==> src/hdl/assert_macros.svh <==
// ----------------------------------------------------------------------------
// Assertion macros
// Concurrent assertion shorthands, empty when SYNTHESIS is defined.
// ----------------------------------------------------------------------------
`ifndef ASSERT_MACROS_SVH
`define ASSERT_MACROS_SVH

`ifndef SYNTHESIS

`define FMD_ASSERT(lbl, clk, rst, prop) \
   lbl: assert property (@(posedge clk) disable iff (rst) (prop)) \
      else $error("assertion failed");

`define FMD_ASSERT_NEVER(lbl, clk, rst, cond) \
   lbl: assert property (@(posedge clk) disable iff (rst) !(cond)) \
      else $error("forbidden condition seen");

`else

`define FMD_ASSERT(lbl, clk, rst, prop)

`define FMD_ASSERT_NEVER(lbl, clk, rst, cond)

`endif

`endif

==> src/hdl/fmd_pkg.sv <==
// ----------------------------------------------------------------------------
// FM discriminator package
// Widths, constants, angle table and shared types.
// ----------------------------------------------------------------------------
package fmd_pkg;

   localparam int IQ_W         = 8;
   localparam int PHASE_W      = 16;
   localparam int RATE_W       = 16;
   localparam int FREQ_W       = 16;
   localparam int CORDIC_STEPS = 15;
   localparam int XY_W         = 27;
   localparam int ANG_W        = 18;
   localparam int IQ_SHIFT     = 16;
   localparam int DIFF_W       = PHASE_W + 1;
   localparam int PROD_W       = PHASE_W + RATE_W + 1;
   localparam int ABS_W        = 30;
   localparam int DIV_SHIFT    = 15;
   localparam int QUO_W        = 16;

   localparam int QUEUE_DEPTH  = 4;
   localparam int QPTR_W       = 2;
   localparam int QCNT_W       = 3;

   localparam logic [RATE_W-1:0]        RATE_RESET = 16'd48000;
   localparam logic signed [ANG_W-1:0]  HALF_TURN  = 18'sd32768;
   localparam logic signed [DIFF_W-1:0] WRAP_LIMIT = 17'sd32767;
   localparam logic signed [DIFF_W-1:0] WRAP_SPAN  = 17'sd65534;
   localparam logic [DIV_SHIFT:0]       DIV_CONST  = 16'd32767;

   typedef struct packed {
      logic [PHASE_W-1:0] phase;
      logic               record_only;
   } fmd_entry_type;

   typedef struct packed {
      logic full;
      logic empty;
   } fmd_qstat_type;

   function automatic logic signed [ANG_W-1:0] atan_step(input int k);
      logic signed [ANG_W-1:0] a;
      unique case (k)
         0:       a = 18'sd8192;
         1:       a = 18'sd4836;
         2:       a = 18'sd2555;
         3:       a = 18'sd1297;
         4:       a = 18'sd651;
         5:       a = 18'sd326;
         6:       a = 18'sd163;
         7:       a = 18'sd81;
         8:       a = 18'sd41;
         9:       a = 18'sd20;
         10:      a = 18'sd10;
         11:      a = 18'sd5;
         12:      a = 18'sd3;
         13:      a = 18'sd1;
         14:      a = 18'sd1;
         default: a = 18'sd0;
      endcase
      return a;
   endfunction

endpackage

==> src/hdl/iq_phase_difference_fm_discriminator.sv <==
// ----------------------------------------------------------------------------
// I/Q phase difference FM discriminator
// CORDIC phase per I/Q word, wrapped phase difference scaled to Hz.
// ----------------------------------------------------------------------------
// Throughput: one word per clock without back pressure; the CORDIC pipeline
// holds while its last stage is valid and the queue is full, the 5-stage back
// end holds while a result waits on rsp_tready; a 4-entry queue sits between them.
// Reset: synchronous; clears the pipelines, the queue and the previous phase,
// and sets the sample rate to 48000.
module iq_phase_difference_fm_discriminator import fmd_pkg::*; (
   input  logic        clock,
   input  logic        reset,
   input  logic        req_tvalid,
   output logic        req_tready,
   input  logic [15:0] req_tdata,   // [7:0] in_phase, [15:8] quadrature
   input  logic        req_tuser,   // [0] restart
   output logic        rsp_tvalid,
   input  logic        rsp_tready,
   output logic [15:0] rsp_tdata,   // [15:0] frequency
   input  logic        csr_valid,
   output logic        csr_ready,
   input  logic [15:0] csr_data     // [15:0] rate_hz
);

   logic [RATE_W-1:0] rate_hz_ff, rate_hz_in;
   fmd_qstat_type     qstat;
   fmd_entry_type     push_entry, pop_entry;
   logic              push, pop;

   assign csr_ready  = 1'b1;
   assign rate_hz_in = (csr_valid && csr_ready) ? csr_data : rate_hz_ff;

   always_ff @(posedge clock) begin
      if (reset) begin
         rate_hz_ff <= RATE_RESET;
      end else begin
         rate_hz_ff <= rate_hz_in;
      end
   end

   fmd_front u_front (
      .clock      (clock),
      .reset      (reset),
      .req_tvalid (req_tvalid),
      .req_tready (req_tready),
      .req_tdata  (req_tdata),
      .req_tuser  (req_tuser),
      .qstat      (qstat),
      .push       (push),
      .push_entry (push_entry)
   );

   fmd_queue u_queue (
      .clock      (clock),
      .reset      (reset),
      .push       (push),
      .push_entry (push_entry),
      .pop        (pop),
      .pop_entry  (pop_entry),
      .qstat      (qstat)
   );

   fmd_back u_back (
      .clock       (clock),
      .reset       (reset),
      .qstat       (qstat),
      .pop_entry   (pop_entry),
      .pop         (pop),
      .rate_hz     (rate_hz_ff),
      .rsp_tvalid  (rsp_tvalid),
      .rsp_tready  (rsp_tready),
      .rsp_tdata   (rsp_tdata)
   );

endmodule

==> src/hdl/fmd_front.sv <==
// ----------------------------------------------------------------------------
// FM discriminator front end
// Accepts I/Q words, marks record-only words and runs a pipelined CORDIC.
// ----------------------------------------------------------------------------
module fmd_front import fmd_pkg::*; (
   input  logic          clock,
   input  logic          reset,
   input  logic          req_tvalid,
   output logic          req_tready,
   input  logic [15:0]   req_tdata,   // [7:0] in_phase, [15:8] quadrature
   input  logic          req_tuser,   // [0] restart
   input  fmd_qstat_type qstat,
   output logic          push,
   output fmd_entry_type push_entry
);

   localparam int LAST = CORDIC_STEPS;

   logic signed [XY_W-1:0]  x_ff [0:LAST];
   logic signed [XY_W-1:0]  x_in [0:LAST];
   logic signed [XY_W-1:0]  y_ff [0:LAST];
   logic signed [XY_W-1:0]  y_in [0:LAST];
   logic signed [ANG_W-1:0] z_ff [0:LAST];
   logic signed [ANG_W-1:0] z_in [0:LAST];
   logic [LAST:0]           zero_ff, zero_in;
   logic [LAST:0]           rec_ff, rec_in;
   logic [LAST:0]           vld_ff, vld_in;
   logic                    have_last_ff, have_last_in;

   logic                    advance;
   logic                    accept;
   logic signed [IQ_W:0]    i_ext, q_ext, i_rot, q_rot;
   logic                    i_neg;

   assign advance    = !(vld_ff[LAST] && qstat.full);
   assign accept     = req_tvalid && advance;
   assign req_tready = advance;

   always_comb begin
      i_ext = {req_tdata[IQ_W-1], req_tdata[IQ_W-1:0]};
      q_ext = {req_tdata[2*IQ_W-1], req_tdata[2*IQ_W-1:IQ_W]};
      i_neg = i_ext[IQ_W];
      i_rot = i_neg ? -i_ext : i_ext;
      q_rot = i_neg ? -q_ext : q_ext;

      x_in[0]    = {{(XY_W-IQ_W-1-IQ_SHIFT){i_rot[IQ_W]}}, i_rot, {IQ_SHIFT{1'b0}}};
      y_in[0]    = {{(XY_W-IQ_W-1-IQ_SHIFT){q_rot[IQ_W]}}, q_rot, {IQ_SHIFT{1'b0}}};
      z_in[0]    = !i_neg ? '0 : (q_ext[IQ_W] ? -HALF_TURN : HALF_TURN);
      zero_in[0] = (i_ext == '0) && (q_ext == '0);
      rec_in[0]  = req_tuser || !have_last_ff;
      vld_in[0]  = req_tvalid;

      for (int k = 0; k < CORDIC_STEPS; k++) begin
         if (!y_ff[k][XY_W-1]) begin
            x_in[k+1] = x_ff[k] + (y_ff[k] >>> k);
            y_in[k+1] = y_ff[k] - (x_ff[k] >>> k);
            z_in[k+1] = z_ff[k] + atan_step(k);
         end else begin
            x_in[k+1] = x_ff[k] - (y_ff[k] >>> k);
            y_in[k+1] = y_ff[k] + (x_ff[k] >>> k);
            z_in[k+1] = z_ff[k] - atan_step(k);
         end
         zero_in[k+1] = zero_ff[k];
         rec_in[k+1]  = rec_ff[k];
         vld_in[k+1]  = vld_ff[k];
      end

      have_last_in = have_last_ff || accept;
   end

   always_ff @(posedge clock) begin
      if (reset) begin
         vld_ff       <= '0;
         have_last_ff <= 1'b0;
      end else begin
         have_last_ff <= have_last_in;
         if (advance) begin
            vld_ff <= vld_in;
         end
      end
   end

   always_ff @(posedge clock) begin
      if (advance) begin
         x_ff    <= x_in;
         y_ff    <= y_in;
         z_ff    <= z_in;
         zero_ff <= zero_in;
         rec_ff  <= rec_in;
      end
   end

   assign push                   = vld_ff[LAST] && !qstat.full;
   assign push_entry.phase       = zero_ff[LAST] ? '0 : z_ff[LAST][PHASE_W-1:0];
   assign push_entry.record_only = rec_ff[LAST];

endmodule

==> src/hdl/fmd_queue.sv <==
// ----------------------------------------------------------------------------
// FM discriminator phase queue
// Short FIFO of phase words between the CORDIC and the frequency back end.
// ----------------------------------------------------------------------------
`include "assert_macros.svh"

module fmd_queue import fmd_pkg::*; (
   input  logic          clock,
   input  logic          reset,
   input  logic          push,
   input  fmd_entry_type push_entry,
   input  logic          pop,
   output fmd_entry_type pop_entry,
   output fmd_qstat_type qstat
);

   fmd_entry_type     mem_ff [QUEUE_DEPTH];
   logic [QPTR_W-1:0] wr_ptr_ff, wr_ptr_in;
   logic [QPTR_W-1:0] rd_ptr_ff, rd_ptr_in;
   logic [QCNT_W-1:0] count_ff, count_in;

   always_comb begin
      wr_ptr_in = push ? wr_ptr_ff + 1'b1 : wr_ptr_ff;
      rd_ptr_in = pop ? rd_ptr_ff + 1'b1 : rd_ptr_ff;
      count_in  = count_ff + QCNT_W'(push) - QCNT_W'(pop);
   end

   always_ff @(posedge clock) begin
      if (reset) begin
         wr_ptr_ff <= '0;
         rd_ptr_ff <= '0;
         count_ff  <= '0;
      end else begin
         wr_ptr_ff <= wr_ptr_in;
         rd_ptr_ff <= rd_ptr_in;
         count_ff  <= count_in;
      end
   end

   always_ff @(posedge clock) begin
      if (push) begin
         mem_ff[wr_ptr_ff] <= push_entry;
      end
   end

   assign pop_entry   = mem_ff[rd_ptr_ff];
   assign qstat.full  = (count_ff == QCNT_W'(QUEUE_DEPTH));
   assign qstat.empty = (count_ff == '0);

   `FMD_ASSERT_NEVER(a_no_overflow, clock, reset, push && qstat.full)
   `FMD_ASSERT_NEVER(a_no_underflow, clock, reset, pop && qstat.empty)
   `FMD_ASSERT(a_count_bound, clock, reset, count_ff <= QCNT_W'(QUEUE_DEPTH))
   `FMD_ASSERT(a_ptr_gap, clock, reset, QPTR_W'(wr_ptr_ff - rd_ptr_ff) == count_ff[QPTR_W-1:0])

endmodule

==> src/hdl/fmd_back.sv <==
// ----------------------------------------------------------------------------
// FM discriminator back end
// Phase difference, wrap, scale by sample rate and divide by 65534.
// ----------------------------------------------------------------------------
module fmd_back import fmd_pkg::*; (
   input  logic              clock,
   input  logic              reset,
   input  fmd_qstat_type     qstat,
   input  fmd_entry_type     pop_entry,
   output logic              pop,
   input  logic [RATE_W-1:0] rate_hz,
   output logic              rsp_tvalid,
   input  logic              rsp_tready,
   output logic [15:0]       rsp_tdata    // [15:0] frequency
);

   logic                       advance;

   logic [PHASE_W-1:0]         last_phase_ff, last_phase_in;
   logic                       v1_ff, v1_in, v2_ff, v3_ff, v4_ff;
   logic                       rsp_valid_ff;
   logic signed [PHASE_W-1:0]  diff_ff, diff_in;
   logic signed [PROD_W-1:0]   prod_ff, prod_in;
   logic [ABS_W-1:0]           a3_ff, a3_in, a4_ff;
   logic                       neg3_ff, neg3_in, neg4_ff;
   logic [QUO_W-1:0]           q0_ff, q0_in;
   logic [FREQ_W-1:0]          rsp_data_ff, rsp_data_in;

   logic signed [DIFF_W-1:0]   d_raw, d_wrap;
   logic signed [RATE_W:0]     rate_s;
   logic [PROD_W-1:0]          mag;
   logic [ABS_W:0]             est;
   logic [ABS_W:0]             rem;
   logic [QUO_W-1:0]           quo;

   assign advance = !rsp_valid_ff || rsp_tready;
   assign pop     = advance && !qstat.empty;

   always_comb begin
      d_raw = $signed({pop_entry.phase[PHASE_W-1], pop_entry.phase})
            - $signed({last_phase_ff[PHASE_W-1], last_phase_ff});
      priority if (d_raw > WRAP_LIMIT) begin
         d_wrap = d_raw - WRAP_SPAN;
      end else if (d_raw < -WRAP_LIMIT) begin
         d_wrap = d_raw + WRAP_SPAN;
      end else begin
         d_wrap = d_raw;
      end
      diff_in       = d_wrap[PHASE_W-1:0];
      v1_in         = pop && !pop_entry.record_only;
      last_phase_in = pop ? pop_entry.phase : last_phase_ff;

      rate_s  = $signed({1'b0, rate_hz});
      prod_in = diff_ff * rate_s;

      mag     = prod_ff[PROD_W-1] ? PROD_W'(-prod_ff) : PROD_W'(prod_ff);
      a3_in   = mag[ABS_W:1];
      neg3_in = prod_ff[PROD_W-1];

      est   = {1'b0, a3_ff} + (ABS_W+1)'(a3_ff >> DIV_SHIFT);
      q0_in = est[ABS_W:DIV_SHIFT];

      rem = {1'b0, a4_ff} - {q0_ff, {DIV_SHIFT{1'b0}}} + (ABS_W+1)'(q0_ff);
      quo = (rem >= (ABS_W+1)'(DIV_CONST)) ? q0_ff + 1'b1 : q0_ff;
      rsp_data_in = neg4_ff ? FREQ_W'(-quo) : FREQ_W'(quo);
   end

   always_ff @(posedge clock) begin
      if (reset) begin
         last_phase_ff <= '0;
         v1_ff         <= 1'b0;
         v2_ff         <= 1'b0;
         v3_ff         <= 1'b0;
         v4_ff         <= 1'b0;
         rsp_valid_ff  <= 1'b0;
      end else if (advance) begin
         last_phase_ff <= last_phase_in;
         v1_ff         <= v1_in;
         v2_ff         <= v1_ff;
         v3_ff         <= v2_ff;
         v4_ff         <= v3_ff;
         rsp_valid_ff  <= v4_ff;
      end
   end

   always_ff @(posedge clock) begin
      if (advance) begin
         diff_ff     <= diff_in;
         prod_ff     <= prod_in;
         a3_ff       <= a3_in;
         neg3_ff     <= neg3_in;
         a4_ff       <= a3_ff;
         neg4_ff     <= neg3_ff;
         q0_ff       <= q0_in;
         rsp_data_ff <= rsp_data_in;
      end
   end

   assign rsp_tvalid = rsp_valid_ff;
   assign rsp_tdata  = rsp_data_ff;

endmodule
==> config.mk <==
export PLATFORM = sky130hd
export DESIGN_NAME = iq_phase_difference_fm_discriminator
export DESIGN_NICKNAME = d
export VERILOG_FILES = /design/src/hdl/fmd_pkg.sv /design/src/hdl/iq_phase_difference_fm_discriminator.sv /design/src/hdl/fmd_front.sv /design/src/hdl/fmd_queue.sv /design/src/hdl/fmd_back.sv
export VERILOG_INCLUDE_DIRS = /design/src /design/src/hdl
export SDC_FILE = /design/constraint.sdc
export NUM_CORES = 2
export LEC_CHECK = 0
export ABC_AREA = 1
export BUFFER_PORTS_ARGS = -buffer_cell sky130_fd_sc_hd__buf_2
export CAP_MARGIN = 20
export CELL_PAD_IN_SITES_DETAIL_PLACEMENT = 1
export CELL_PAD_IN_SITES_GLOBAL_PLACEMENT = 2
export CORE_ASPECT_RATIO = 0.8
export CORE_MARGIN = 2
export CORE_UTILIZATION = 40
export CTS_BUF_LIST = sky130_fd_sc_hd__clkbuf_4
export DETAILED_ROUTE_END_ITERATION = 7
export GPL_TIMING_DRIVEN = 0
export PLACE_DENSITY_LB_ADDON = 0.15
export SLEW_MARGIN = 20
export SYNTH_ARGS = -nofsm -noshare
export SYNTH_HDL_FRONTEND = slang
export SYNTH_SLANG_ARGS = --single-unit
==> constraint.sdc <==
create_clock -name clock -period 28.5 [get_ports clock]
set_input_delay 1.425 -clock clock [delete_from_list [all_inputs] [get_ports clock]]
set_output_delay 1.425 -clock clock [all_outputs]
set_load 0.005 [all_outputs]
# Word-level counts from Yosys, hierarchy flattened
# Memories as Yosys holds them, arrays and structs flattened. A register that Yosys moved wholly into a read port is not among the register bits.
# Index checks and enable logic that the tools add are counted.
# totals
ff_bits,1239
latchBits,0
ram_bits,68
romBits,0
in_bits,38
out_inout_bits,19
word_cells,275
n_memories,1
# mem_list
name,words,word_bits,rd,rd_clocked_by_memory_dff,write_ports,line_no,rtl
u_queue.mem_ff,4,17,1,1,1,fmd_queue.sv:17,fmd_entry_type mem_ff [QUEUE_DEPTH];
# op_classes
add_sub_neg,98
mul,1
n_div,0
n_lt_le_gt_ge,3
n_eq_ne,1
n_shift,0
mux,84
n_bitwise,0
reduce_logical,19
# op_table
operator,count
$mux W16,50
$mux W27,27
$add A16 B16 Y16,15
$sub A16 B16 Y16,15
$add A27 B15 Y27,2
$add A27 B16 Y27,2
$add A27 B17 Y27,2
$add A27 B18 Y27,2
$add A27 B19 Y27,2
$add A27 B20 Y27,2
$add A27 B21 Y27,2
$add A27 B22 Y27,2
$add A27 B23 Y27,2
$add A27 B24 Y27,2
$add A27 B25 Y27,2
$add A27 B26 Y27,2
$sub A27 B15 Y27,2
$sub A27 B16 Y27,2
$sub A27 B17 Y27,2
$sub A27 B18 Y27,2
$sub A27 B19 Y27,2
$sub A27 B20 Y27,2
$sub A27 B21 Y27,2
$sub A27 B22 Y27,2
36 further kinds,59

# Longest topological paths before layout
# logic_depth
ltp_word,6
ltp_mapped,31
mapped_depth_nobuf,31

# Modules after synthesis
# From an unflattened synthesis, not the netlist that was laid out.
# unflattened
cells_unflattened,12953
area_unflattened_um2,99878.3
# by_module_without_submodules
module,instances,cells_each,area_each_um2,seq_area_each_um2
fmd_front,1,9782,74806.7,24663.7
fmd_back,1,2827,21264.1,4684.5
fmd_queue,1,254,3153.0,2222.1
iq_phase_difference_fm_discriminator,1,90,654.4,320.3

# Worst setup path after synthesis
# Ideal clock, no wire load.
# synth_path
path_type,reg2reg
start,register u_queue.count_ff[1]
end,"register u_front.rec_ff[0], enable pin"
arrival_ns,22.622
path_slack_ns,4.386
stages_incl_launch_ff,4
path_buffers,1
period_less_slack_ns,24.114
cell_sequence,dfxtp_1 -> nor2_1 -> nand3_1 -> clkbuf_1
# synth_between
elab_chain_len,2
# synth_rtl
element,line_no,rtl
from (decl),fmd_queue.sv:20,"logic [QCNT_W-1:0] count_ff, count_in;"
from (signal assigned),fmd_queue.sv:36,count_ff <= count_in;
$eq A3 B3 Y1,fmd_queue.sv:47,assign qstat.full = (count_ff == QCNT_W'(QUEUE_DEPTH));
$logic_and A1 B1 Y1,fmd_front.sv:35,assign advance = !(vld_ff[LAST] && qstat.full);
to (signal assigned),fmd_front.sv:89,rec_ff <= rec_in;
to (decl),fmd_front.sv:26,"logic [LAST:0] rec_ff, rec_in;"
# Every way passes these cells.
# A chain may end at the register's enable or synchronous reset.

# Worst setup path after layout
# layout_path
start,register u_back.diff_ff[3]
end,register u_back.prod_ff[29] (data pin)
# layout_between
elab_chain_len,1
# layout_rtl
element,line_no,rtl
from (decl),fmd_back.sv:22,"logic signed [PHASE_W-1:0] diff_ff, diff_in;"
from (signal assigned),fmd_back.sv:88,diff_ff <= diff_in;
$mul A16 B17 Y33,fmd_back.sv:54,prod_in = diff_ff * rate_s;
named net u_back.prod_in[29],fmd_back.sv:23,"logic signed [PROD_W-1:0] prod_ff, prod_in;"
to (signal assigned),fmd_back.sv:89,prod_ff <= prod_in;
to (decl),fmd_back.sv:23,
# The timed path passes the listed nets, and every way through them passes these cells.

==> flow_summary.toml <==
[synthesis]
synth_top_area_share_pct = 35.1
syn_area_mm2 = 0.0866
synth-seq-area-share_pct = 36.6
yosysWarnings = 0
yosysUniqueCellTypes = 65
synth-edff-count = 1014
postSynth.asyncResetShare_pct = 0
ys_seq_elements = 1076
syn_area_per_cell_um2 = 8.80
synth_top_cell_by_area = "edfxtp_1"
ys.flop_type = "edfxtp_1"
syn_nets = 11100
postSynthCellCount = 9848
yosys-top-cells-area = "edfxtp_1, ha_1, xor2_1"

[floorplan]
die_h_um = 420
die_x_um = 524
start_util_pct = 40.3
core_mm2 = 0.215
rows = 152
floorplan.die_area_mm2 = 0.220
io_pins = 57

[timing]
slew_violations = 0
slew-limit-headroom_pct = 25.4
layout_min_cycle_time_ns = 7.46
worst_slew_pin_slew_ns = 1.12
hold_violations = 0
fmax_ghz = 0.134
fin_crit_sh_pct = 26.2
setup_viol = 0
holdWs_ns = 0.405
skew_ns = 0.134
grt_setup_unrepaired = "no"

[route]
wl_per_cell_um = 19.2
routed_wl_um = 255000
post-route-drc-count = 0
drtIter0Drc = 3620
dr.pass1.iters = 6
num_vias = 68900
via_per_inst = 5.17
drtAntennaViolNets = 0

[placed_design]
io_buffers = 54
dp_cells = 12800
dp_hpwl_um = 208000
gp_congestion = 0.890

[global_route]
grt_usage_pct = 22.9
antenna_found_initial = 11
grt_max_degree = 96
grt_pass1_vias = 71000
grt_overflow = 0
grt_pass1_wl_um = 400000

[clock_network]
hold_buffers = 0
cts_made_buffers = 313
htreeDepth = 5
cts_sinks = 1076
postCtsResizedCells = 0
cts_tree = "yes"
clock_latency_ns = 1.29
root_buffer = "clkbuf_4"
clk_pin_slew_ns = 0.06
clockBufferDepth = 4
post_cts_buffers = 0

[layout]
area_growth_pct = 9.51
drive_gt1_share_pct = 6.23
layoutNonFillerInstCount = 13300
fin_nets = 11500

[status]
status = "finished clean"

[critical_path]
crit_required_ns = 29.41
critPathLaunchType = "flop"
cp_max_fo = 10
path_class = "flop to flop"
crit_path_end_kind = "flop"
critPathArrivalTime_ns = 8.37

[hold_path]
worstHoldPathType = "flop to flop"

[run]
cap_violations = 0
registers in the layout, indices dropped and copies added (netlist names), 2 cells and up, named ones only:
name	flops
u_front.vld_ff	16
u_back.q0_ff	16
u_front.zero_ff	16
u_back.rsp_tdata	16
u_queue.count_ff	3
u_back.diff_ff	15
u_queue.mem_ff	64
rate_hz_ff	16
u_front.y_ff	295
u_queue.rd_ptr_ff	2
u_front.x_ff	283
u_front.z_ff	200
u_back.a4_ff	30
u_back.prod_ff	31
u_back.a3_ff	30
u_front.rec_ff	16
u_queue.wr_ptr_ff	2
u_back.last_phase_ff	15
routing by layer:
metal	GRT usage, %	part of all wire, %
met1	34.2	51
met2	34.8	42
met3	3.02	4.3
met4	5.78	2.3
met5	0	0.018
cell type report:
type                            instances  area [um^2]
Clock inverter                        114          632
Multi-Input combinational cell       7295        49400
Antenna cell                            5         12.5
Inverter                             1327         4990
Clock buffer                          429         3220
Buffer                                150          604
Timing Repair Buffer                   76          781
Tap cell                             2849         3560
Sequential cell                      1076        31700
Fill cell                           25600       120000
synth_stat cells, types with 7 or more instances:
cell type / instances
o21ai_0: 472
o211ai_1: 12
nand3b_1: 9
a21boi_0: 43
xnor2_1: 370
o21a_1: 14
a31oi_1: 48
or2_2: 30
nand4_1: 67
o21bai_1: 33
nor4_1: 63
xor2_1: 804
dfxtp_1: 62
nor2_1: 812
nand2_2: 18
ha_1: 979
o31ai_1: 20
nand3_1: 301
a21o_1: 24
nor3b_1: 13
clkbuf_1: 132
o221ai_1: 12
inv_2: 7
nor2_2: 9
nor3_1: 193
a211oi_1: 28
a21oi_1: 907
nand2_1: 1714
inv_1: 1316
fa_1: 214
o21ai_1: 16
o22ai_1: 17
edfxtp_1: 1014
cells in the final DEF (no fill, tap or decap), types with 9 or more instances in the layout:
master / instances
o21ai_0: 472
nand3b_1: 9
ha_1: 979
a21oi_1: 907
inv_2: 10
edfxtp_1: 1014
o22ai_1: 17
nand3_1: 301
a211oi_1: 28
nand2_2: 18
nor2_1: 808
nor2_2: 13
nor3_1: 193
nor4_1: 63
clkbuf_4: 430
nor3b_1: 13
xnor2_1: 370
a21o_1: 24
o31ai_1: 20
nand2_1: 1714
clkinv_2: 29
o221ai_1: 12
clkinv_1: 73
fa_1: 214
buf_16: 14
inv_1: 1315
o21bai_1: 33
o211ai_1: 12
buf_2: 60
o21a_1: 14
xor2_1: 804
clkbuf_1: 131
nand4_1: 67
dfxtp_1: 62
a31oi_1: 48
a21boi_0: 43
o21ai_1: 16
or2_2: 30
stage by stage:
step | TNS [ns] | util [%] | worst slack [ns] | cell area, um^2
6_report | 0 | 44.2 | 21.04 | 94900
5_1_grt | 0 | 44.2 | 20.52 | 94900
4_1_cts | 0 | 44.1 | 21.03 | 94900
3_5_place_dp | 0 | 42.4 | 21.12 | 91000
3_3_place_gp | -3903.45 | 42.1 | -7.65 | 90500
2_1_floorplan | 0 | - | 4.39 | 86600
path summary, 6_finish.rpt:
check,startpoint,to,slack (ns),cells after the start
setup / recovery,u_back.diff_ff[3],u_back.prod_ff[29],21.04,23
hold / removal,u_front.zero_ff[6],u_front.zero_ff[7],0.40,0
setup reg to reg,u_back.diff_ff[3],u_back.prod_ff[29],21.04,23
hold reg to reg,u_front.zero_ff[6],u_front.zero_ff[7],0.40,0
critical path: stages, from the launching register on:
cell,delay [ns]
edfxtp_1,0.32
clkbuf_1,0.44
clkbuf_1,0.61
nand2_1,0.17
fa_1,0.54
fa_1,0.50
inv_1,0.05
fa_1,0.54
fa_1,0.45
fa_1,0.54
inv_1,0.07
fa_1,0.61
inv_1,0.07
ha_1,0.38
nand2_1,0.13
o31ai_1,0.40
a21oi_1,0.19
o21ai_0,0.29
a31oi_1,0.17
o21ai_0,0.32
nand2_1,0.09
nand2_1,0.07
a21oi_1,0.08
xnor2_1,0.13
cell families after synthesis:
kind of cell / share of synthesized area (%)
and+or+nand+nor: 15.6
AOI/OAI and AO/OA: 10.4
buffers and inverters: 6.44
adders and majority gates: 19.1
xor gates and xnor gates: 11.9
DFF: 36.6
muxes: 0.0231
other: 0.00433
Power is left out: the tool's default activity adds up to more than one toggle a clock period on the data nets, which glitch-free logic cannot reach.
